===== src/design/gbns_pkg.sv =====
package gbns_pkg;

    localparam int SEQ_W      = 6;
    localparam int MOD_W      = SEQ_W + 1;
    localparam int WAIT_W     = 9;
    localparam int CFG_WIN_W  = 6;
    localparam int CFG_TMO_W  = 16;
    localparam int TIME_W     = 32;
    localparam int MODE_W     = 2;
    localparam int ADDR_W     = 3;
    localparam int DATA_W     = 32;
    localparam int MAX_WINDOW = 64;
    localparam int WAIT_DEPTH = 256;
    localparam int STEP_W     = $clog2(SEQ_W);

    localparam logic [MODE_W-1:0] MODE_TICK = 2'd0;
    localparam logic [MODE_W-1:0] MODE_NEW  = 2'd1;
    localparam logic [MODE_W-1:0] MODE_ACK  = 2'd2;

    localparam logic [0:0] REG_WINDOW  = 1'b0;
    localparam logic [0:0] REG_TIMEOUT = 1'b1;

    localparam logic [CFG_WIN_W-1:0] WINDOW_RESET  = 6'd7;
    localparam logic [CFG_TMO_W-1:0] TIMEOUT_RESET = 16'd100;

endpackage


===== src/design/gbns_mod_unit.sv =====
module gbns_mod_unit (
    input  logic                       clk,
    input  logic                       rst_n,
    input  logic                       start,
    input  logic [gbns_pkg::SEQ_W-1:0] dividend,
    input  logic [gbns_pkg::MOD_W-1:0] modulus,
    output logic [gbns_pkg::SEQ_W-1:0] remainder,
    output logic                       done
);
    import gbns_pkg::*;

    logic [SEQ_W-1:0]  rem_reg;
    logic [SEQ_W-1:0]  rem_next;
    logic [SEQ_W-1:0]  shift_reg;
    logic [STEP_W-1:0] step_reg;
    logic              busy_reg;
    logic              done_reg;
    logic [MOD_W-1:0]  trial;

    // One restoring step per cycle: bring in the next dividend bit and subtract if possible.
    assign trial = {rem_reg, shift_reg[SEQ_W-1]};

    always_comb
    begin
        if (trial >= modulus)
        begin
            rem_next = SEQ_W'(trial - modulus);
        end
        else
        begin
            rem_next = SEQ_W'(trial);
        end
    end

    always_ff @(posedge clk or negedge rst_n)
    begin
        if (!rst_n)
        begin
            rem_reg   <= '0;
            shift_reg <= '0;
            step_reg  <= '0;
            busy_reg  <= 1'b0;
            done_reg  <= 1'b0;
        end
        else
        begin
            done_reg <= 1'b0;
            if (start)
            begin
                rem_reg   <= '0;
                shift_reg <= dividend;
                step_reg  <= '0;
                busy_reg  <= 1'b1;
            end
            else if (busy_reg)
            begin
                rem_reg   <= rem_next;
                shift_reg <= {shift_reg[SEQ_W-2:0], 1'b0};
                step_reg  <= step_reg + 1'b1;
                if (step_reg == STEP_W'(SEQ_W - 1))
                begin
                    busy_reg <= 1'b0;
                    done_reg <= 1'b1;
                end
            end
        end
    end

    assign remainder = rem_reg;
    assign done      = done_reg;

endmodule


===== src/design/go_back_n_sender_window_unit.sv =====
// Channel  Signals                                        Direction
// config   psel penable pwrite paddr pwdata prdata pready  APB slave, user writes when idle
// input    in_valid in_ready mode ack_seq                  one event per transaction
// output   out_valid out_ready sent_valid sent_seq ...     one result per transaction
//
// Each transaction passes through acceptance, six steps of the two remainder units that
// reduce the base and ACK sequence numbers modulo the window plus one, a state that sees
// them finish, and one update. The stamp memory is read at acceptance and written in the
// update cycle. A result waits in the output register; the next transaction is accepted
// meanwhile. Reset clears all counters and restores the default configuration; the stamp
// memory is not cleared. The block does not enforce idle-only configuration writes.
module go_back_n_sender_window_unit (
    input  logic                        clk,
    input  logic                        rst_n,
    input  logic                        psel,
    input  logic                        penable,
    input  logic                        pwrite,
    input  logic [gbns_pkg::ADDR_W-1:0] paddr,
    input  logic [gbns_pkg::DATA_W-1:0] pwdata,
    output logic [gbns_pkg::DATA_W-1:0] prdata,
    output logic                        pready,
    input  logic                        in_valid,
    output logic                        in_ready,
    input  logic [gbns_pkg::MODE_W-1:0] mode,
    input  logic [gbns_pkg::SEQ_W-1:0]  ack_seq,
    output logic                        out_valid,
    input  logic                        out_ready,
    output logic                        sent_valid,
    output logic [gbns_pkg::SEQ_W-1:0]  sent_seq,
    output logic                        timed_out,
    output logic                        released,
    output logic                        dropped,
    output logic [gbns_pkg::SEQ_W-1:0]  in_flight,
    output logic [gbns_pkg::WAIT_W-1:0] waiting
);
    import gbns_pkg::*;

    typedef enum logic [1:0] {
        S_IDLE,
        S_MOD,
        S_FINISH
    } state_t;

    state_t              state_reg, state_next;
    logic [CFG_WIN_W-1:0] window_reg;
    logic [CFG_TMO_W-1:0] timeout_reg;
    logic [TIME_W-1:0]   time_reg, time_next;
    logic [SEQ_W-1:0]    base_reg, base_next;
    logic [SEQ_W-1:0]    flight_reg, flight_next;
    logic [WAIT_W-1:0]   wait_reg, wait_next;
    logic [SEQ_W-1:0]    head_reg, head_next;
    logic [MODE_W-1:0]   mode_reg, mode_next;
    logic                out_valid_reg, out_valid_next;
    logic                sent_reg, sent_next;
    logic [SEQ_W-1:0]    seq_reg, seq_next;
    logic                tmo_reg, tmo_next;
    logic                rel_reg, rel_next;
    logic                drop_reg, drop_next;

    logic [TIME_W-1:0]   stamp_mem [MAX_WINDOW];
    logic [TIME_W-1:0]   stamp_reg;
    logic                wr_en;
    logic [SEQ_W-1:0]    wr_addr;
    logic [TIME_W-1:0]   wr_data;

    logic                accept;
    logic                cfg_write;
    logic [MOD_W-1:0]    k_val;
    logic [SEQ_W-1:0]    base_mod;
    logic [SEQ_W-1:0]    ack_mod;
    logic                base_done;
    logic                ack_done;

    logic [TIME_W-1:0]   time_inc;
    logic [TIME_W-1:0]   age;
    logic                expired;
    logic [SEQ_W-1:0]    flight_a;
    logic [WAIT_W-1:0]   wait_a;
    logic                can_send;
    logic [MOD_W-1:0]    seq_sum;
    logic [SEQ_W-1:0]    seq_val;
    logic [MOD_W:0]      ack_diff;
    logic [MOD_W:0]      ack_offset;
    logic                can_release;
    logic [MOD_W-1:0]    base_inc;
    logic [SEQ_W-1:0]    base_adv;
    logic [WAIT_W:0]     occupancy;

    assign accept    = in_valid && in_ready;
    assign in_ready  = (state_reg == S_IDLE);
    assign cfg_write = psel && penable && pwrite && pready;
    assign pready    = 1'b1;
    assign k_val     = {1'b0, window_reg} + MOD_W'(1);

    always_ff @(posedge clk or negedge rst_n)
    begin
        if (!rst_n)
        begin
            window_reg  <= WINDOW_RESET;
            timeout_reg <= TIMEOUT_RESET;
        end
        else if (cfg_write)
        begin
            unique case (paddr[2])
                REG_WINDOW:  window_reg  <= pwdata[CFG_WIN_W-1:0];
                REG_TIMEOUT: timeout_reg <= pwdata[CFG_TMO_W-1:0];
                default:     window_reg  <= window_reg;
            endcase
        end
    end

    always_comb
    begin
        unique case (paddr[2])
            REG_WINDOW:  prdata = {{(DATA_W - CFG_WIN_W){1'b0}}, window_reg};
            REG_TIMEOUT: prdata = {{(DATA_W - CFG_TMO_W){1'b0}}, timeout_reg};
            default:     prdata = '0;
        endcase
    end

    gbns_mod_unit u_base_mod (
        .clk       (clk),
        .rst_n     (rst_n),
        .start     (accept),
        .dividend  (base_reg),
        .modulus   (k_val),
        .remainder (base_mod),
        .done      (base_done)
    );

    gbns_mod_unit u_ack_mod (
        .clk       (clk),
        .rst_n     (rst_n),
        .start     (accept),
        .dividend  (ack_seq),
        .modulus   (k_val),
        .remainder (ack_mod),
        .done      (ack_done)
    );

    always_ff @(posedge clk)
    begin
        if (wr_en)
        begin
            stamp_mem[wr_addr] <= wr_data;
        end
        if (accept)
        begin
            stamp_reg <= stamp_mem[head_reg];
        end
    end

    assign time_inc = time_reg + TIME_W'(1);
    assign age      = time_inc - stamp_reg;
    assign expired  = (flight_reg != '0) && !age[TIME_W-1];
    assign flight_a = expired ? '0 : flight_reg;
    assign wait_a   = expired ? (wait_reg + {{(WAIT_W - SEQ_W){1'b0}}, flight_reg}) : wait_reg;
    assign can_send = (wait_a != '0) && (flight_a < window_reg);
    assign seq_sum  = {1'b0, base_mod} + {1'b0, flight_a};
    assign seq_val  = (seq_sum >= k_val) ? SEQ_W'(seq_sum - k_val) : SEQ_W'(seq_sum);
    assign wr_addr  = head_reg + flight_a;
    assign wr_data  = time_inc + {{(TIME_W - CFG_TMO_W){1'b0}}, timeout_reg};

    assign ack_diff = {2'b00, ack_mod} + {1'b0, k_val} - (MOD_W + 1)'(1) - {2'b00, base_mod};
    assign ack_offset = (ack_diff >= {1'b0, k_val}) ? (ack_diff - {1'b0, k_val}) : ack_diff;
    assign can_release = (flight_reg != '0) && (ack_offset < {2'b00, window_reg});
    assign base_inc = {1'b0, base_mod} + MOD_W'(1);
    assign base_adv = (base_inc == k_val) ? '0 : SEQ_W'(base_inc);
    assign occupancy = {1'b0, wait_reg} + {{(WAIT_W + 1 - SEQ_W){1'b0}}, flight_reg};

    always_comb
    begin
        state_next     = state_reg;
        time_next      = time_reg;
        base_next      = base_reg;
        flight_next    = flight_reg;
        wait_next      = wait_reg;
        head_next      = head_reg;
        mode_next      = mode_reg;
        out_valid_next = out_valid_reg;
        sent_next      = sent_reg;
        seq_next       = seq_reg;
        tmo_next       = tmo_reg;
        rel_next       = rel_reg;
        drop_next      = drop_reg;
        wr_en          = 1'b0;

        if (out_valid_reg && out_ready)
        begin
            out_valid_next = 1'b0;
        end

        unique case (state_reg)
            S_IDLE:
            begin
                if (in_valid)
                begin
                    state_next = S_MOD;
                    mode_next  = mode;
                end
            end
            S_MOD:
            begin
                if (base_done && ack_done)
                begin
                    state_next = S_FINISH;
                end
            end
            S_FINISH:
            begin
                if (!out_valid_reg || out_ready)
                begin
                    state_next     = S_IDLE;
                    out_valid_next = 1'b1;
                    sent_next      = 1'b0;
                    seq_next       = '0;
                    tmo_next       = 1'b0;
                    rel_next       = 1'b0;
                    drop_next      = 1'b0;
                    case (mode_reg)
                        MODE_TICK:
                        begin
                            time_next   = time_inc;
                            tmo_next    = expired;
                            flight_next = flight_a;
                            wait_next   = wait_a;
                            if (can_send)
                            begin
                                wr_en       = 1'b1;
                                sent_next   = 1'b1;
                                seq_next    = seq_val;
                                flight_next = flight_a + SEQ_W'(1);
                                wait_next   = wait_a - WAIT_W'(1);
                            end
                        end
                        MODE_NEW:
                        begin
                            if (occupancy >= (WAIT_W + 1)'(WAIT_DEPTH))
                            begin
                                drop_next = 1'b1;
                            end
                            else
                            begin
                                wait_next = wait_reg + WAIT_W'(1);
                            end
                        end
                        MODE_ACK:
                        begin
                            if (can_release)
                            begin
                                rel_next    = 1'b1;
                                base_next   = base_adv;
                                head_next   = head_reg + SEQ_W'(1);
                                flight_next = flight_reg - SEQ_W'(1);
                            end
                        end
                        default:
                        begin
                            time_next = time_reg;
                        end
                    endcase
                end
            end
            default:
            begin
                state_next = S_IDLE;
            end
        endcase
    end

    always_ff @(posedge clk or negedge rst_n)
    begin
        if (!rst_n)
        begin
            state_reg     <= S_IDLE;
            time_reg      <= '0;
            base_reg      <= '0;
            flight_reg    <= '0;
            wait_reg      <= '0;
            head_reg      <= '0;
            mode_reg      <= '0;
            out_valid_reg <= 1'b0;
            sent_reg      <= 1'b0;
            seq_reg       <= '0;
            tmo_reg       <= 1'b0;
            rel_reg       <= 1'b0;
            drop_reg      <= 1'b0;
        end
        else
        begin
            state_reg     <= state_next;
            time_reg      <= time_next;
            base_reg      <= base_next;
            flight_reg    <= flight_next;
            wait_reg      <= wait_next;
            head_reg      <= head_next;
            mode_reg      <= mode_next;
            out_valid_reg <= out_valid_next;
            sent_reg      <= sent_next;
            seq_reg       <= seq_next;
            tmo_reg       <= tmo_next;
            rel_reg       <= rel_next;
            drop_reg      <= drop_next;
        end
    end

    assign out_valid  = out_valid_reg;
    assign sent_valid = sent_reg;
    assign sent_seq   = seq_reg;
    assign timed_out  = tmo_reg;
    assign released   = rel_reg;
    assign dropped    = drop_reg;
    assign in_flight  = flight_reg;
    assign waiting    = wait_reg;

endmodule


===== config.mk =====
export PLATFORM = sky130hd
export DESIGN_NAME = go_back_n_sender_window_unit
export DESIGN_NICKNAME = d
export VERILOG_FILES = /design/src/design/gbns_pkg.sv /design/src/design/gbns_mod_unit.sv /design/src/design/go_back_n_sender_window_unit.sv
export SDC_FILE = /design/constraint.sdc
export NUM_CORES = 2
export LEC_CHECK = 0
export BUFFER_PORTS_ARGS = -buffer_cell sky130_fd_sc_hd__buf_4
export CORE_MARGIN = 2
export CORE_UTILIZATION = 40
export CTS_BUF_LIST = sky130_fd_sc_hd__clkbuf_16
export DETAILED_ROUTE_END_ITERATION = 8
export MAX_ROUTING_LAYER = met4
export PLACE_DENSITY_LB_ADDON = 0.08
export REMOVE_ABC_BUFFERS = 1
export SLEW_MARGIN = 5
export SYNTH_ARGS = -nofsm -noshare
export SYNTH_HDL_FRONTEND = slang
export SYNTH_HIERARCHICAL = 1
export SYNTH_SLANG_ARGS = --single-unit

===== constraint.sdc =====
create_clock -name clk -period 6.85 [get_ports clk]
set_clock_uncertainty 0.05 [all_clocks]
set_input_delay 0.3425 -clock clk [delete_from_list [all_inputs] [get_ports clk]]
set_output_delay 0.3425 -clock clk [all_outputs]
set_load 0.02 [all_outputs]

# Word level (Yosys, flattened, before mapping)
# Memories as Yosys holds them, arrays and structs flattened. A register that Yosys moved wholly into a read port is not among the register bits.
# Index checks and enable logic that the tools add are counted.
# totals
reg_bits	130
latchBits	0
mem_bits_rw	2048
romBits	0
input_bits	50
out_inout_bits	60
word_cells	155
n_memories	1
# op_classes
add_sub_neg	23
mul	0
div	0
magnitude_cmp	7
n_eq_ne	12
shifts	0
n_mux	58
bitwise	1
reduce_logical	28
# memory_table
memory	depth	word_bits	rd	rd_ports_with_merged_regs	wr	line_no	source
stamp_mem	64	32	1	1	1	go_back_n_sender_window_unit.sv:60	logic [TIME_W-1:0] stamp_mem [MAX_WINDOW];
# op_table
op	count
2-to-1 mux 6 bit	17
one-hot mux 32 bit (2 select lines)	1
adder 32 x 1 -> 32 bit, second input constant	1
adder 32 x 16 -> 32 bit	1
subtractor 32 bit	1
2-to-1 mux 9 bit	3
2-to-1 mux 1 bit	26
greater-or-equal comparator 7 bit	3
one-hot mux 9 bit (2 select lines)	1
subtractor 6 bit	3
adder 6 x 1 -> 7 bit, second input constant	2
adder 6 x 1 -> 6 bit, second input constant	2
2-to-1 mux 3 bit	4
one-hot mux 6 bit (2 select lines)	1
AND reduction 4 bit	3
adder 9 x 6 -> 10 bit	1
greater-or-equal comparator 10 x 9 -> 1 bit, second input constant	1
inequality test 2 bit, second input constant	5
adder 9 x 1 -> 9 bit, second input constant	1
adder 9 x 6 -> 9 bit	1
nonzero test 9 bit	1
subtractor 9 x 1 -> 9 bit, second input constant	1
adder 6 x 7 -> 8 bit	1
greater-or-equal comparator 8 x 7 -> 1 bit	1
25 further kinds	47

# Logic depth before layout (Yosys ltp)
# logic_depth
ltp_word	13
mapped_depth	33
ltp_nobuf	31

# Modules after synthesis
# The synthesis kept the hierarchy.
# modules_own_cells
mod	instances	cells_each	area_each_um2	seq_area_each_um2
go_back_n_sender_window_unit	1	4140	88351.0	64869.7
gbns_mod_unit at u_ack_mod	1	119	1106.1	425.4
gbns_mod_unit at u_base_mod	1	116	1094.8	425.4

# Least setup slack after synthesis
# No wires, ideal clock.
# synth_path
path_kind	reg2reg
startpoint	reg time_reg[7]
endpoint	mem stamp_mem[55][0] (enable)
setup_time_ns	0.421
t_arrival_ns	6.711
required_time_ns	6.379
path_slack_ns	-0.332
stages_incl_launch_ff	26
n_path_buf	1
period_less_slack_ns	7.182
path_cell_list	dfrtp_1 buf_2 nand3_1 nor3_1 and2_1 nand4_1 nor2_1 and3_1 xnor2_1 inv_1 ha_1 nand3_1 or4_1 a221oi_1 o21ai_1 o211ai_4 and2_1 ha_1 and3_1 and2_1 a311oi_1 o21ai_2 nor2_4 and2_1 nand4_2 nor2_1
# synth_between
elab_chain_len	13
word_cells_on_any_way	16
cone_classes	add/sub: 3; order compare: 1; mux: 8; reduce/logical: 4
# synth_rtl
element	line_no	source
from (decl)	go_back_n_sender_window_unit.sv:47	logic [TIME_W-1:0] time_reg, time_next;
from (signal assigned)	go_back_n_sender_window_unit.sv:292	time_reg <= time_next;
adder 32 x 1 -> 32 bit (*)	go_back_n_sender_window_unit.sv:153	assign time_inc = time_reg + TIME_W'(1);
via time_inc[30]	go_back_n_sender_window_unit.sv:74	logic [TIME_W-1:0] time_inc;
subtractor 32 bit (*)	go_back_n_sender_window_unit.sv:154	assign age = time_inc - stamp_reg;
logical NOT 1 bit (*)	go_back_n_sender_window_unit.sv:155	assign expired = (flight_reg != '0) && !age[TIME_W-1];
logical AND 1 bit (*)	go_back_n_sender_window_unit.sv:155	
2-to-1 mux 6 bit or 2-to-1 mux 9 bit (tied branches)	go_back_n_sender_window_unit.sv:156, go_back_n_sender_window_unit.sv:157	
< comparator 6 bit or nonzero test 9 bit (tied branches)	go_back_n_sender_window_unit.sv:158	assign can_send = (wait_a != '0) && (flight_a < window_reg);
logical AND 1 bit	go_back_n_sender_window_unit.sv:158	
2-to-1 mux 1 bit	go_back_n_sender_window_unit.sv:227	if (can_send)
2-to-1 mux 1 bit	go_back_n_sender_window_unit.sv:220	case (mode_reg)
2-to-1 mux 1 bit	go_back_n_sender_window_unit.sv:211	if (!out_valid_reg || out_ready)
2-to-1 mux 1 bit	go_back_n_sender_window_unit.sv:193	unique case (state_reg)
2-to-1 mux 1 bit	go_back_n_sender_window_unit.sv:143	if (wr_en)
2-to-1 mux 1 bit (implied by the code)	go_back_n_sender_window_unit.sv:145	stamp_mem[wr_addr] <= wr_data;
to (decl)	go_back_n_sender_window_unit.sv:60	
# The timed path passes the listed nets; every way through them passes the cells marked *.

# Worst setup path in the final report
# layout_path
startpoint	reg time_reg[16]
endpoint	mem stamp_mem[7][7] (enable)
# The elaborated chain is that of the path after synthesis.

==> metrics.txt <==
Mapped Cells approximately 4,400; fin crit share between 90 and 100%; Routed WL ~230,000 um; row count about 170; routed len/inst between 20 and 30 um; Seq/Total Area, Yosys ~73%; nets@finish around 5,000; total vias in the final route 43,952; Crit Path Class register to register; outcome finished clean; via count of the first global-routing pass about 46,000; Worst Setup EP stamp_mem[7][7]$_DFFE_PP_; peak supply drop between 0.0003 and 0.0004 V; Detail Placement HPWL 139,000 um; CTS buffer count 230; Initial Utilization 40.3%; Stages on worst setup path 26; max-cap viol count 0; DP Cell Count approximately 7,500; Finished Layout Cells about 8,000; Top delay family on crit path simple AND/OR/NAND/NOR gates; CP peak stage delay between 0.4 and 0.5 ns; crit start category register; Synth cell types 92; RR Endpoint stamp_mem[7][7]$_DFFE_PP_; Max stage delay cell, worst path dfrtp_1; Clk Latency, worst-skew pair roughly 0.86 ns; grt ovf 0; Worst Hold Class input port to async pin; layout cells sized above 1 31.5%; global-route wire length before repair roughly 330,000 um; Critical Path Fanout Max 18; Synth top area share between 60% and 70%; Layout Area Growth over Synthesis 17.5%; Power Dens Cells ~310 mW/mm2; number of clock sinks roughly 2,200; top post-synthesis cells by count edfxtp_1 (2,080), mux4_2 (672), nor2_1 (167), dfrtp_1 (124), clkbuf_1 (122); I/O Buffers between 70 and 80; yosys synthesis warning count 6; largest net degree at the start of global routing 103; Routed Antenna Nets 0; Crit. Startpoint time_reg[16]$_DFFE_PN0P_; setup TNS 0 ns; Synth area leader edfxtp_1; Post-Syn Area 0.0906 mm2; Buf/Inv on CP 3; Clock Root Buffer clkbuf_16; R2R Setup Slk a little under 0.3 ns; initial antenna violation count 22; Vias/cell 5.50; Crit. End Element register; drt first-iter violations 3,915; top_reg_cell synth edfxtp_1; htree depth 4; Worst EP required between 7 and 8 ns; Die ar. 0.230 mm2; CTS tree yes; RSZ-0062 raised after global routing false; Static Leakage ~0.031 uW; syn avg cell area 20.7 um2; final RePlAce weighted congestion 0.834; Fin. Hold Viols 0; top cells by area, synth edfxtp_1 (69%), mux4_2 (17%), dfrtp_1 (3.4%); GRT Util Overall 20.8%; number of synthesized flops with an enable pin approximately 2,100; Fmax 153 MHz; fin crit period 6.56 ns; die height about 480 um; reg-to-reg startpoint time_reg[16]$_DFFE_PN0P_; io pins 110; max reg flops slightly above 2,000; #FFs+latches synth around 2,200; Max Root-Sink Buffers 3; Slew HR between 20% and 30%; max-slew violations 0; Pre-antenna DRT Iters 5; Tightest Pin Transition between 1 and 1.5 ns; # DRC 0; Final Setup Violations 0; count leader, synth edfxtp_1; FFs w/ async S/R, synth under 10%; crit path DAT approximately 7 ns; core area 0.225 mm2; Die W 480 um; clock-pin slew on the worst setup and hold paths 0.06 ns; r2r worst-path depth 26
-- area by class of cell --
type / count / area (um2)
Multi-Input combinational cell: 1856 / 24500
Clock inverter: 192 / 1400
Inverter: 109 / 412
Antenna cell: 9 / 22.5
Sequential cell: 2210 / 65700
Clock buffer: 233 / 5830
Timing Repair Buffer: 391 / 4790
Fill cell: 18600 / 118000
Tap cell: 2992 / 3740
-- repair_timing --
action                                  CTS  global route
pin swaps                                 0             6
buffers inserted                          0             8
hold buffers                             27             0
endpoints found under the setup margin   84          2075
gates resized for setup                   1            31
endpoints found under the hold margin   133             0
-- worst min-delay path by stage --
stage	to	cells past startpoint	startpoint
floorplan	base_reg[0]$_DFFE_PN0P_	0	rst_n
global placement	state_reg[0]$_DFFE_PN0P_	1	state_reg[1]$_DFFE_PN0P_
detailed placement	u_base_mod/shift_reg[4]$_DFFE_PN0P_	2	base_reg[4]$_DFFE_PN0P_
CTS	window_reg[4]$_DFFE_PN0P_	3	pwrite
global route	window_reg[4]$_DFFE_PN0P_	3	pwrite
finish	u_ack_mod/remainder[1]$_DFFE_PN0P_	2	rst_n
-- routing by layer --
layer	part of all wire [%]	global-route usage (%)	wire (um)
met5	0	-	0
met4	2.1	4.87	4840
met3	4.4	2.85	10200
met2	49	33.2	114000
met1	44	28.5	102000
-- where the power goes --
| part | switching (uW) | internal, uW | leakage [uW] | total (uW) |
|---|---|---|---|---|
| logic | 3190 | 1870 | 0.00920 | 5060 |
| clock network | 5250 | 6650 | 0.00375 | 11900 |
| registers | 177 | 15700 | 0.0178 | 15900 |
| total | 8610 | 24300 | 0.0308 | 32900 |
-- cells by family (layout without fill, tap and decap cells) --
family / after synthesis / in the layout / share of synthesized area (%)
flip-flops: 2210 / 2210 / 72.6
multiplexers: 729 / 729 / 17.4
AND/OR/NAND/NOR: 531 / 531 / 2.97
buffers and inverters: 324 / 925 / 1.44
AO/OA/AOI/OAI: 294 / 294 / 2.20
XOR/XNOR: 154 / 154 / 1.50
adder cells (fa/ha/maj): 131 / 131 / 1.92
other: 2 / 26 / 0.00829
-- cell usage in the layout (no fill, tap or decap), types with 12 or more instances in the layout --
| cell type | count |
|---|---|
| conb_1 | 17 |
| a21o_1 | 33 |
| nor3_1 | 21 |
| clkbuf_16 | 233 |
| mux2_2 | 31 |
| nand4_1 | 15 |
| a21oi_1 | 65 |
| a211oi_1 | 13 |
| nand3_1 | 51 |
| xor2_1 | 43 |
| nand2_1 | 120 |
| edfxtp_1 | 2080 |
| inv_1 | 158 |
| clkinv_2 | 56 |
| nor2b_1 | 13 |
| nor2_4 | 65 |
| clkinv_1 | 51 |
| buf_4 | 220 |
| o21ai_1 | 20 |
| o21ai_0 | 51 |
| xnor2_1 | 75 |
| xnor2_2 | 27 |
| bufinv_16 | 13 |
| fa_1 | 12 |
| mux2i_1 | 25 |
| and2_1 | 18 |
| buf_12 | 142 |
| and3_1 | 19 |
| nor2_1 | 101 |
| dlygate4sd3_1 | 27 |
| mux4_2 | 672 |
| dfrtp_1 | 118 |
| ha_1 | 116 |
| nand2b_1 | 19 |
-- metrics by stage --
stage	worst slack (ns)	total power, uW	hold slack, ns	instance area (um2)	util, %
2_1_floorplan	-17.03	19500	-0.00309	89700	-
3_3_place_gp	0.0634	21100	0.416	98700	43.9
3_5_place_dp	-0.00634	21200	0.425	98700	43.9
4_1_cts	0.0195	33200	0.0568	106000	47.2
5_1_grt	0.000521	34400	0.108	106000	47.3
6_report	0.293	32900	0.106	106000	47.3
Note: power is estimated with default switching activity, not from simulation.
